**src/dbh_pkg.sv**
```systemverilog
// Shared types, codes and reset values for the debouncer with hold detection.
package dbh_pkg;

    localparam int TIME_WIDTH_DEF = 32;
    localparam int TIME_OUT_W     = 32;
    localparam int INC_W          = 16;
    localparam int HOLD_W         = 32;
    localparam int CFG_INDEX_W    = 3;
    localparam int CFG_DATA_W     = 32;

    localparam logic ONE_IS_UP = 1'b1;

    typedef enum logic [1:0] {
        ST_UP      = 2'd0,
        ST_FALLING = 2'd1,
        ST_DOWN    = 2'd2,
        ST_RISING  = 2'd3
    } fsm_state_t;

    typedef enum logic [2:0] {
        EV_NONE     = 3'd0,
        EV_PRESSED  = 3'd1,
        EV_RELEASED = 3'd2,
        EV_HOLD     = 3'd3,
        EV_HANDLED  = 3'd4
    } event_t;

    typedef enum logic [1:0] {
        OP_TICK    = 2'd0,
        OP_ACK     = 2'd1,
        OP_RESTART = 2'd2
    } opcode_t;

    typedef enum logic [CFG_INDEX_W-1:0] {
        CFG_ACTIVE_HIGH    = 3'd0,
        CFG_TICK_INCREMENT = 3'd1,
        CFG_PRESS_ENABLE   = 3'd2,
        CFG_RELEASE_ENABLE = 3'd3,
        CFG_HOLD_ENABLE    = 3'd4,
        CFG_HOLD_LIMIT     = 3'd5
    } cfg_index_t;

    typedef struct packed {
        logic              active_high;
        logic [INC_W-1:0]  tick_increment;
        logic              press_enable;
        logic              release_enable;
        logic              hold_enable;
        logic [HOLD_W-1:0] hold_limit;
    } cfg_t;

    localparam cfg_t CFG_RESET = '{
        active_high:    1'b1,
        tick_increment: 16'd1,
        press_enable:   1'b1,
        release_enable: 1'b1,
        hold_enable:    1'b0,
        hold_limit:     32'd1000
    };

    typedef struct packed {
        fsm_state_t fsm_state;
        event_t     event_code;
        logic       press_pulse;
        logic       release_pulse;
        logic       hold_pulse;
    } step_res_t;

endpackage

```
**src/dbh_if.sv**
```systemverilog
// Request channel interfaces: sample input, result output and configuration write.
interface dbh_in_if;
    logic       valid;
    logic       ready;
    logic [1:0] opcode;
    logic       pin_level;

    modport source (output valid, output opcode, output pin_level, input ready);
    modport sink   (input valid, input opcode, input pin_level, output ready);
endinterface

interface dbh_out_if;
    logic        valid;
    logic        ready;
    logic [1:0]  fsm_state;
    logic [2:0]  event_code;
    logic [31:0] time_in_state;
    logic        press_pulse;
    logic        release_pulse;
    logic        hold_pulse;

    modport source (output valid, output fsm_state, output event_code, output time_in_state,
                    output press_pulse, output release_pulse, output hold_pulse, input ready);
    modport sink   (input valid, input fsm_state, input event_code, input time_in_state,
                    input press_pulse, input release_pulse, input hold_pulse, output ready);
endinterface

interface dbh_cfg_if;
    logic        valid;
    logic        ready;
    logic [2:0]  index;
    logic [31:0] data;

    modport source (output valid, output index, output data, input ready);
    modport sink   (input valid, input index, input data, output ready);
endinterface

```
**src/dbh_core.sv**
```systemverilog
// Debounce state machine: state registers and single-step next-value logic.
module dbh_core #(
    parameter int TIME_WIDTH = dbh_pkg::TIME_WIDTH_DEF
) (
    input  logic                  clk,
    input  logic                  rst_n,
    input  logic                  fire,
    input  logic [1:0]            opcode,
    input  logic                  pin_level,
    input  dbh_pkg::cfg_t         cfg,
    output dbh_pkg::step_res_t    res,
    output logic [TIME_WIDTH-1:0] elapsed_out
);
    import dbh_pkg::*;

    localparam int SUM_W = ((TIME_WIDTH > INC_W) ? TIME_WIDTH : INC_W) + 1;
    localparam int CMP_W = (TIME_WIDTH > HOLD_W) ? TIME_WIDTH : HOLD_W;
    localparam logic [SUM_W-1:0] TIME_MAX_EXT =
        {{(SUM_W-TIME_WIDTH){1'b0}}, {TIME_WIDTH{1'b1}}};

    fsm_state_t            state_reg, state_next, tick_state;
    logic [TIME_WIDTH-1:0] elapsed_reg, elapsed_next, elapsed_sat;
    logic [3:0]            flags_reg, flags_next, flags_tick, bit_sel;
    event_t                event_reg, event_next;
    logic                  up, entering, changed, hold_over;
    logic                  press_p, release_p, hold_p;
    logic [SUM_W-1:0]      sum;

    always_comb
    begin
        up          = (cfg.active_high == ONE_IS_UP) ? pin_level : ~pin_level;
        bit_sel     = 4'b0001 << state_reg;
        entering    = (flags_reg & bit_sel) == 4'b0000;
        sum         = SUM_W'(elapsed_reg) + SUM_W'(cfg.tick_increment);
        elapsed_sat = (sum > TIME_MAX_EXT) ? {TIME_WIDTH{1'b1}} : sum[TIME_WIDTH-1:0];
        hold_over   = CMP_W'(elapsed_sat) > CMP_W'(cfg.hold_limit);
    end

    // next state
    always_comb
    begin
        tick_state = state_reg;
        unique case (state_reg)
            ST_UP:      if (!up) tick_state = ST_FALLING;
            ST_DOWN:    if (up) tick_state = ST_RISING;
            ST_FALLING: tick_state = up ? ST_UP : ST_DOWN;
            ST_RISING:  tick_state = up ? ST_UP : ST_DOWN;
            default:    tick_state = state_reg;
        endcase
        changed = tick_state != state_reg;

        state_next = state_reg;
        unique case (opcode)
            OP_TICK:    state_next = tick_state;
            OP_RESTART: state_next = up ? ST_UP : ST_DOWN;
            default:    state_next = state_reg;
        endcase
    end

    // outputs and datapath
    always_comb
    begin
        elapsed_next = elapsed_reg;
        flags_next   = flags_reg;
        event_next   = event_reg;
        flags_tick   = flags_reg | bit_sel;
        press_p      = 1'b0;
        release_p    = 1'b0;
        hold_p       = 1'b0;
        unique case (opcode)
            OP_TICK:
            begin
                if ((state_reg == ST_UP || state_reg == ST_DOWN) && entering)
                    event_next = EV_NONE;
                unique case (state_reg)
                    ST_DOWN:
                    begin
                        if (cfg.hold_enable && hold_over && event_next == EV_NONE)
                        begin
                            event_next = EV_HOLD;
                            hold_p     = 1'b1;
                        end
                    end
                    ST_FALLING:
                    begin
                        if (!up && cfg.press_enable)
                        begin
                            event_next = EV_PRESSED;
                            press_p    = 1'b1;
                        end
                    end
                    ST_RISING:
                    begin
                        if (up && cfg.release_enable)
                        begin
                            event_next = EV_RELEASED;
                            release_p  = 1'b1;
                        end
                    end
                    default: ;
                endcase
                if (changed)
                begin
                    flags_next   = flags_tick & ~bit_sel;
                    elapsed_next = '0;
                    if (state_reg == ST_UP || state_reg == ST_DOWN)
                        event_next = EV_NONE;
                end
                else
                begin
                    flags_next   = flags_tick;
                    elapsed_next = elapsed_sat;
                end
            end
            OP_ACK:
                event_next = EV_HANDLED;
            OP_RESTART:
            begin
                elapsed_next = '0;
                flags_next   = 4'b0000;
            end
            default: ;
        endcase
    end

    always_ff @(posedge clk or negedge rst_n)
    begin
        if (!rst_n)
        begin
            state_reg   <= ST_UP;
            elapsed_reg <= '0;
            flags_reg   <= 4'b0000;
            event_reg   <= EV_NONE;
        end
        else if (fire)
        begin
            state_reg   <= state_next;
            elapsed_reg <= elapsed_next;
            flags_reg   <= flags_next;
            event_reg   <= event_next;
        end
    end

    assign res.fsm_state     = state_next;
    assign res.event_code    = event_next;
    assign res.press_pulse   = press_p;
    assign res.release_pulse = release_p;
    assign res.hold_pulse    = hold_p;
    assign elapsed_out       = elapsed_next;

endmodule

```
**src/debounce_with_hold_detect.sv**
```systemverilog
// Top level of the debouncer with hold detection: channels, configuration and pipeline.
//
// Usage:
//   sample : request channel carrying opcode (tick, acknowledge, restart) and pin_level.
//   result : one request per accepted sample with fsm_state, event_code, time_in_state
//            and the press, release and hold pulses of that step.
//   cfg    : register writes, index 0..5 as active_high, tick_increment, press_enable,
//            release_enable, hold_enable, hold_limit; always ready. Write only while idle.
// Pipeline: a sample lands in the input register, is stepped through the state machine
//   when the output register can take it, and its result then stands in the output register.
// Throughput: one sample per cycle while result is taken; the state update is one
//   saturating add and one compare between the input and output registers.
// Reset: state up, time zero, entry flags and last event cleared, registers to defaults.
// Stall: when result is not taken the output register holds, the input register fills
//   and then sample ready drops; no request is lost or repeated.
module debounce_with_hold_detect #(
    parameter int TIME_WIDTH = dbh_pkg::TIME_WIDTH_DEF
) (
    input logic         clk,
    input logic         rst_n,
    dbh_in_if.sink      sample,
    dbh_out_if.source   result,
    dbh_cfg_if.sink     cfg
);
    import dbh_pkg::*;

    localparam int OUT_W = (TIME_WIDTH > TIME_OUT_W) ? TIME_WIDTH : TIME_OUT_W;

    cfg_t                  cfg_reg;
    logic                  in_valid_reg, in_valid_next;
    logic [1:0]            opcode_reg;
    logic                  pin_reg;
    logic                  out_valid_reg, out_valid_next;
    step_res_t             res_reg, res_step;
    logic [TIME_OUT_W-1:0] time_reg;
    logic [TIME_WIDTH-1:0] elapsed_step;
    logic [OUT_W-1:0]      elapsed_ext;
    logic                  advance, fire, in_accept;

    // configuration writes
    always_ff @(posedge clk or negedge rst_n)
    begin
        if (!rst_n)
            cfg_reg <= CFG_RESET;
        else if (cfg.valid)
        begin
            unique case (cfg.index)
                CFG_ACTIVE_HIGH:    cfg_reg.active_high    <= cfg.data[0];
                CFG_TICK_INCREMENT: cfg_reg.tick_increment <= cfg.data[INC_W-1:0];
                CFG_PRESS_ENABLE:   cfg_reg.press_enable   <= cfg.data[0];
                CFG_RELEASE_ENABLE: cfg_reg.release_enable <= cfg.data[0];
                CFG_HOLD_ENABLE:    cfg_reg.hold_enable    <= cfg.data[0];
                CFG_HOLD_LIMIT:     cfg_reg.hold_limit     <= cfg.data[HOLD_W-1:0];
                default: ;
            endcase
        end
    end
    assign cfg.ready = 1'b1;

    // pipeline control
    always_comb
    begin
        advance        = !out_valid_reg || result.ready;
        fire           = in_valid_reg && advance;
        sample.ready   = !in_valid_reg || advance;
        in_accept      = sample.valid && sample.ready;
        in_valid_next  = in_accept ? 1'b1 : (advance ? 1'b0 : in_valid_reg);
        out_valid_next = advance ? in_valid_reg : out_valid_reg;
    end

    always_ff @(posedge clk or negedge rst_n)
    begin
        if (!rst_n)
        begin
            in_valid_reg  <= 1'b0;
            out_valid_reg <= 1'b0;
        end
        else
        begin
            in_valid_reg  <= in_valid_next;
            out_valid_reg <= out_valid_next;
        end
    end

    always_ff @(posedge clk)
    begin
        if (in_accept)
        begin
            opcode_reg <= sample.opcode;
            pin_reg    <= sample.pin_level;
        end
        if (fire)
        begin
            res_reg  <= res_step;
            time_reg <= elapsed_ext[TIME_OUT_W-1:0];
        end
    end

    dbh_core #(
        .TIME_WIDTH (TIME_WIDTH)
    ) u_core (
        .clk         (clk),
        .rst_n       (rst_n),
        .fire        (fire),
        .opcode      (opcode_reg),
        .pin_level   (pin_reg),
        .cfg         (cfg_reg),
        .res         (res_step),
        .elapsed_out (elapsed_step)
    );

    assign elapsed_ext          = OUT_W'(elapsed_step);
    assign result.valid         = out_valid_reg;
    assign result.fsm_state     = res_reg.fsm_state;
    assign result.event_code    = res_reg.event_code;
    assign result.time_in_state = time_reg;
    assign result.press_pulse   = res_reg.press_pulse;
    assign result.release_pulse = res_reg.release_pulse;
    assign result.hold_pulse    = res_reg.hold_pulse;

    a_pulse_onehot: assert property (@(posedge clk) disable iff (!rst_n)
        result.valid |-> $onehot0({result.press_pulse, result.release_pulse,
                                   result.hold_pulse}))
        else $error("more than one pulse in a result");

    a_press_down: assert property (@(posedge clk) disable iff (!rst_n)
        (result.valid && result.press_pulse) |->
            (result.fsm_state == ST_DOWN && result.event_code == EV_PRESSED &&
             result.time_in_state == '0))
        else $error("press pulse without entry to down");

    a_release_up: assert property (@(posedge clk) disable iff (!rst_n)
        (result.valid && result.release_pulse) |->
            (result.fsm_state == ST_UP && result.event_code == EV_RELEASED &&
             result.time_in_state == '0))
        else $error("release pulse without entry to up");

    a_full_stall: assert property (@(posedge clk) disable iff (!rst_n)
        (in_valid_reg && out_valid_reg && !result.ready) |-> !sample.ready)
        else $error("sample taken while both stages are full");

endmodule
```
**src/flat_wrapper.sv**
```systemverilog
// flat-port wrapper written by rule: the top's interface ports become plain ports
module debounce_with_hold_detect_flat import dbh_pkg::*;
#(
    parameter int TIME_WIDTH = dbh_pkg::TIME_WIDTH_DEF
)
  (clk, rst_n, sample_valid, sample_opcode, sample_pin_level, sample_ready, result_valid, result_fsm_state, result_event_code, result_time_in_state, result_press_pulse, result_release_pulse, result_hold_pulse, result_ready, cfg_valid, cfg_index, cfg_data, cfg_ready);
  dbh_in_if sample_i ();
  dbh_out_if result_i ();
  dbh_cfg_if cfg_i ();
  input logic clk;
  input logic rst_n;
  input wire logic [$bits(sample_i.valid)-1:0] sample_valid;
  input wire logic [$bits(sample_i.opcode)-1:0] sample_opcode;
  input wire logic [$bits(sample_i.pin_level)-1:0] sample_pin_level;
  output wire logic [$bits(sample_i.ready)-1:0] sample_ready;
  output wire logic [$bits(result_i.valid)-1:0] result_valid;
  output wire logic [$bits(result_i.fsm_state)-1:0] result_fsm_state;
  output wire logic [$bits(result_i.event_code)-1:0] result_event_code;
  output wire logic [$bits(result_i.time_in_state)-1:0] result_time_in_state;
  output wire logic [$bits(result_i.press_pulse)-1:0] result_press_pulse;
  output wire logic [$bits(result_i.release_pulse)-1:0] result_release_pulse;
  output wire logic [$bits(result_i.hold_pulse)-1:0] result_hold_pulse;
  input wire logic [$bits(result_i.ready)-1:0] result_ready;
  input wire logic [$bits(cfg_i.valid)-1:0] cfg_valid;
  input wire logic [$bits(cfg_i.index)-1:0] cfg_index;
  input wire logic [$bits(cfg_i.data)-1:0] cfg_data;
  output wire logic [$bits(cfg_i.ready)-1:0] cfg_ready;
  assign sample_i.valid = sample_valid;
  assign sample_i.opcode = sample_opcode;
  assign sample_i.pin_level = sample_pin_level;
  assign sample_ready = sample_i.ready;
  assign result_valid = result_i.valid;
  assign result_fsm_state = result_i.fsm_state;
  assign result_event_code = result_i.event_code;
  assign result_time_in_state = result_i.time_in_state;
  assign result_press_pulse = result_i.press_pulse;
  assign result_release_pulse = result_i.release_pulse;
  assign result_hold_pulse = result_i.hold_pulse;
  assign result_i.ready = result_ready;
  assign cfg_i.valid = cfg_valid;
  assign cfg_i.index = cfg_index;
  assign cfg_i.data = cfg_data;
  assign cfg_ready = cfg_i.ready;
  debounce_with_hold_detect #(.TIME_WIDTH(TIME_WIDTH)) u_core (.clk(clk), .rst_n(rst_n), .sample(sample_i), .result(result_i), .cfg(cfg_i));
endmodule
```
**config.mk**
```make
export PLATFORM = sky130hd
export DESIGN_NAME = debounce_with_hold_detect_flat
export DESIGN_NICKNAME = d
export VERILOG_FILES = /design/src/dbh_pkg.sv /design/src/dbh_if.sv /design/src/dbh_core.sv /design/src/debounce_with_hold_detect.sv /design/src/flat_wrapper.sv
export SDC_FILE = /design/constraint.sdc
export NUM_CORES = 1
export LEC_CHECK = 0
export BUFFER_PORTS_ARGS = -buffer_cell sky130_fd_sc_hd__buf_2
export CELL_PAD_IN_SITES_DETAIL_PLACEMENT = 1
export CELL_PAD_IN_SITES_GLOBAL_PLACEMENT = 1
export CORE_AREA = 4 4 185 115
export CTS_BUF_LIST = sky130_fd_sc_hd__clkbuf_4
export DETAILED_ROUTE_END_ITERATION = 8
export DIE_AREA = 0 0 189 119
export HOLD_SLACK_MARGIN = 0.1
export PLACE_DENSITY_LB_ADDON = 0.1
export SETUP_SLACK_MARGIN = 0.02
export SYNTH_ARGS = -nofsm -noshare
export SYNTH_HDL_FRONTEND = slang
export SYNTH_SLANG_ARGS = --single-unit
```
**constraint.sdc**
```tcl
create_clock -name clk -period 4.1 [get_ports clk]
set_input_delay 0.205 -clock clk [delete_from_list [all_inputs] [get_ports clk]]
set_output_delay 0.205 -clock clk [all_outputs]
set_load 0.05 [all_outputs]
```
==> out/qor.txt <==
clk root buf -> clkbuf_4
crit path max fanout -> 5
vias in the first global route -> 7,979
Die Footprint -> 22,490 um2
cell taking the most area after synthesis -> dfrtp_1
final wirelength -> 28,910 um
run status -> complete, no violations
global-route wire length before repair -> 45,090 um
fraction of layout cells with a size suffix above 1 -> 0.3493
area occupied by multi-input gates -> 4616 um2
Area Overhead vs Synth -> 31.15%
cells after synthesis -> 840
crit start category -> flip-flop
vias -> 7,581
CP endpoint kind -> flip-flop
Final setup viols -> 0
syn_area_per_cell -> 9.864 um2
cell area after synthesis -> 8285 um2
worst skew pair latency -> 600 ps
num ports -> 86
Tcrit/Tclk final -> 0.9871
top post-synthesis cells by count -> nand2_1, dfrtp_1, a21oi_1, inv_1, o21ai_0
Hold Crit Class -> primary input to asynchronous set/reset pin
ys async rst share -> 0.6838
initial antenna violation count -> 0
Reg area -> 3631 um2
sequential area share after synthesis -> 0.4382
WL per Instance -> 21.61 um
Yosys warnings -> 0
placed cells -> 1,256
Largest register FFs -> 52
Maximum Capacitance Violations -> 0
DRC -> 0
Fin. Hold Viols -> 0
overall power -> 5.816 mW
1st-iter DRT viols -> 599
critical path arrival -> 4390 ps
number of fill cells -> 2,199
count of state elements after synthesis -> 136
GRT Residual Overflow -> 0
placer congestion estimate -> 0.9596
Setup CP Type -> flip-flop to flip-flop
Cell Pwr Density -> 535.2 nW/um2
Post-synth top flop -> dfrtp_1
Pre-Repair DR Iteration Count -> 8
total placed instance area -> 9657 um2
Post-synth EDFFs -> 43
Leakage Power -> 4.829 nW
RSZ-0062 raised after global routing -> yes
diode count -> 0
initial core utilization -> 0.4212
CTS H-tree depth -> 4
clock-pin slew on the worst setup and hold paths -> 140 ps
Die X -> 189 um
largest net degree at the start of global routing -> 61
Routed Antenna Nets -> 0
gr usage total -> 0.2573
filler-free cell count of the finished design -> 1,338
Yosys top cell area share -> 0.2507
Longest Clk Path Bufs -> 2
CTS sink count -> 136
maximum VDD drop -> 0.2554 mV
Data required, critical path -> 4440 ps
vias per cell -> 5.666
row count -> 40
fin. max-slew vios -> 0
count leader, synth -> nand2_1
slew margin rel. -> 0.2150
Port Buffer Count -> 84
TritonCTS Buffers -> 17
Tmin final -> 4047 ps
Detailed Place HPWL -> 20,920 um
syn nets -> 932
worst slew pin tran -> 1171 ps
Layout Nets -> 1,144
Die H -> 119 um
CTS tree -> built
core box area -> 19,670 um2
count of different cell masters after synthesis -> 83
Final Skew -> 24.58 ps
Max Clk Rate -> 247.1 MHz
cell area after layout -> 10,870 um2
Synth area leaders -> dfrtp_1, edfxtp_1, ha_1
[kinds of logic (layout without fill, tap and decap cells)]
logic type      after synthesis  in the layout  synth area share
fa+ha+maj                    49             49           0.07490
flops                       136            136            0.4382
other cells                   1              1         0.0004526
compound gates              249            249            0.1995
xor+xnor                     17             17           0.01978
mux                          55             55           0.07445
simple gates                226            226            0.1398
buf+inv                     107            332           0.05285
[worst max-delay path, stage by stage, from the launching register on]
cell      delay [ps]
dfrtp_1          430
ha_1             350
o211ai_1         210
buf_4            170
a21oi_4           50
o21a_1           230
buf_4            150
or3_1            370
a21oi_2          180
inv_1             70
ha_1             290
nand4_1          210
nor4_4           380
buf_4            180
and2_4           140
a211oi_4          40
a21oi_4          150
buf_6            140
o21bai_1          70
[placed cells by master, fill, tap and decap left out, types with 14 or more instances in the layout]
cell and count:
a21oi_1 62, buf_2 83, buf_4 106, clkbuf_4 17
dfrtp_1 83, dlygate4sd3_1 43, edfxtp_1 43, ha_1 39
inv_1 60, mux2_2 53, nand2_1 86, nand4_1 14
nor2_1 30, o21ai_0 50
[report_power, final]
part | switching [mW] | internal [mW] | total (mW)
Combinational | 1.62 | 1.24 | 2.87
Clock | 0.565 | 0.484 | 1.05
Sequential | 0.215 | 1.68 | 1.90
[routing by layer]
layer / vias up / GRT usage / wire (um)
li1: 3514 / - / -
met1: 3832 / 0.3796 / 14470
met2: 205 / 0.3907 / 12550
met3: 30 / 0.05419 / 1561
met4: 0 / 0.05641 / 332
met5: - / 0 / 0
[final timing paths]
kind | startpoint | endpoint | slack [ps] | cells past startpoint
min reg2reg | u_core.u_core.flags_reg[2] | u_core.u_core.flags_reg[2] | 520 | 1
min in group clk | sample_pin_level | u_core.pin_reg | 340 | 2
max reg2reg | u_core.u_core.elapsed_reg[3] | u_core.result.event_code[1] | 50 | 18
max | u_core.u_core.elapsed_reg[3] | u_core.result.event_code[1] | 50 | 18
min | rst_n | u_core.cfg_reg[49] | 220 | 2
max in group asynchronous | rst_n | u_core.cfg_reg[31] | 2860 | 3
[layout make-up]
type	instances	area share
Tap cell	273	0.03143
Clock buffer	17	0.01174
Clock inverter	15	0.01842
Multi-Input combinational cell	597	0.4248
Inverter	62	0.02142
Timing Repair Buffer	238	0.1581
Sequential cell	136	0.3341
[timing repair]
action	in CTS	in global routing
endpoints found under the hold margin	109	0
gates resized for setup	32	49
cloned	1	0
hold buffers	43	0
pin swaps	12	20
buffers inserted	3	3
endpoints found under the setup margin	5	5
[metrics by stage]
stage | hold slack [ps] | TNS [ps] | util | worst slack [ps]
final | 220.3 | 0 | 0.5525 | 53.00
after global routing | 267.0 | -193.2 | 0.5525 | -72.26
after CTS | 216.3 | 0 | 0.5387 | 29.38
after detailed placement | 359.0 | -1456 | 0.4910 | -323.6
after global placement | 347.3 | -931.0 | 0.4910 | -230.3
after floorplan | -90.59 | 0 | - | 37.29
No activity file was read; power rests on OpenSTA's default activity.
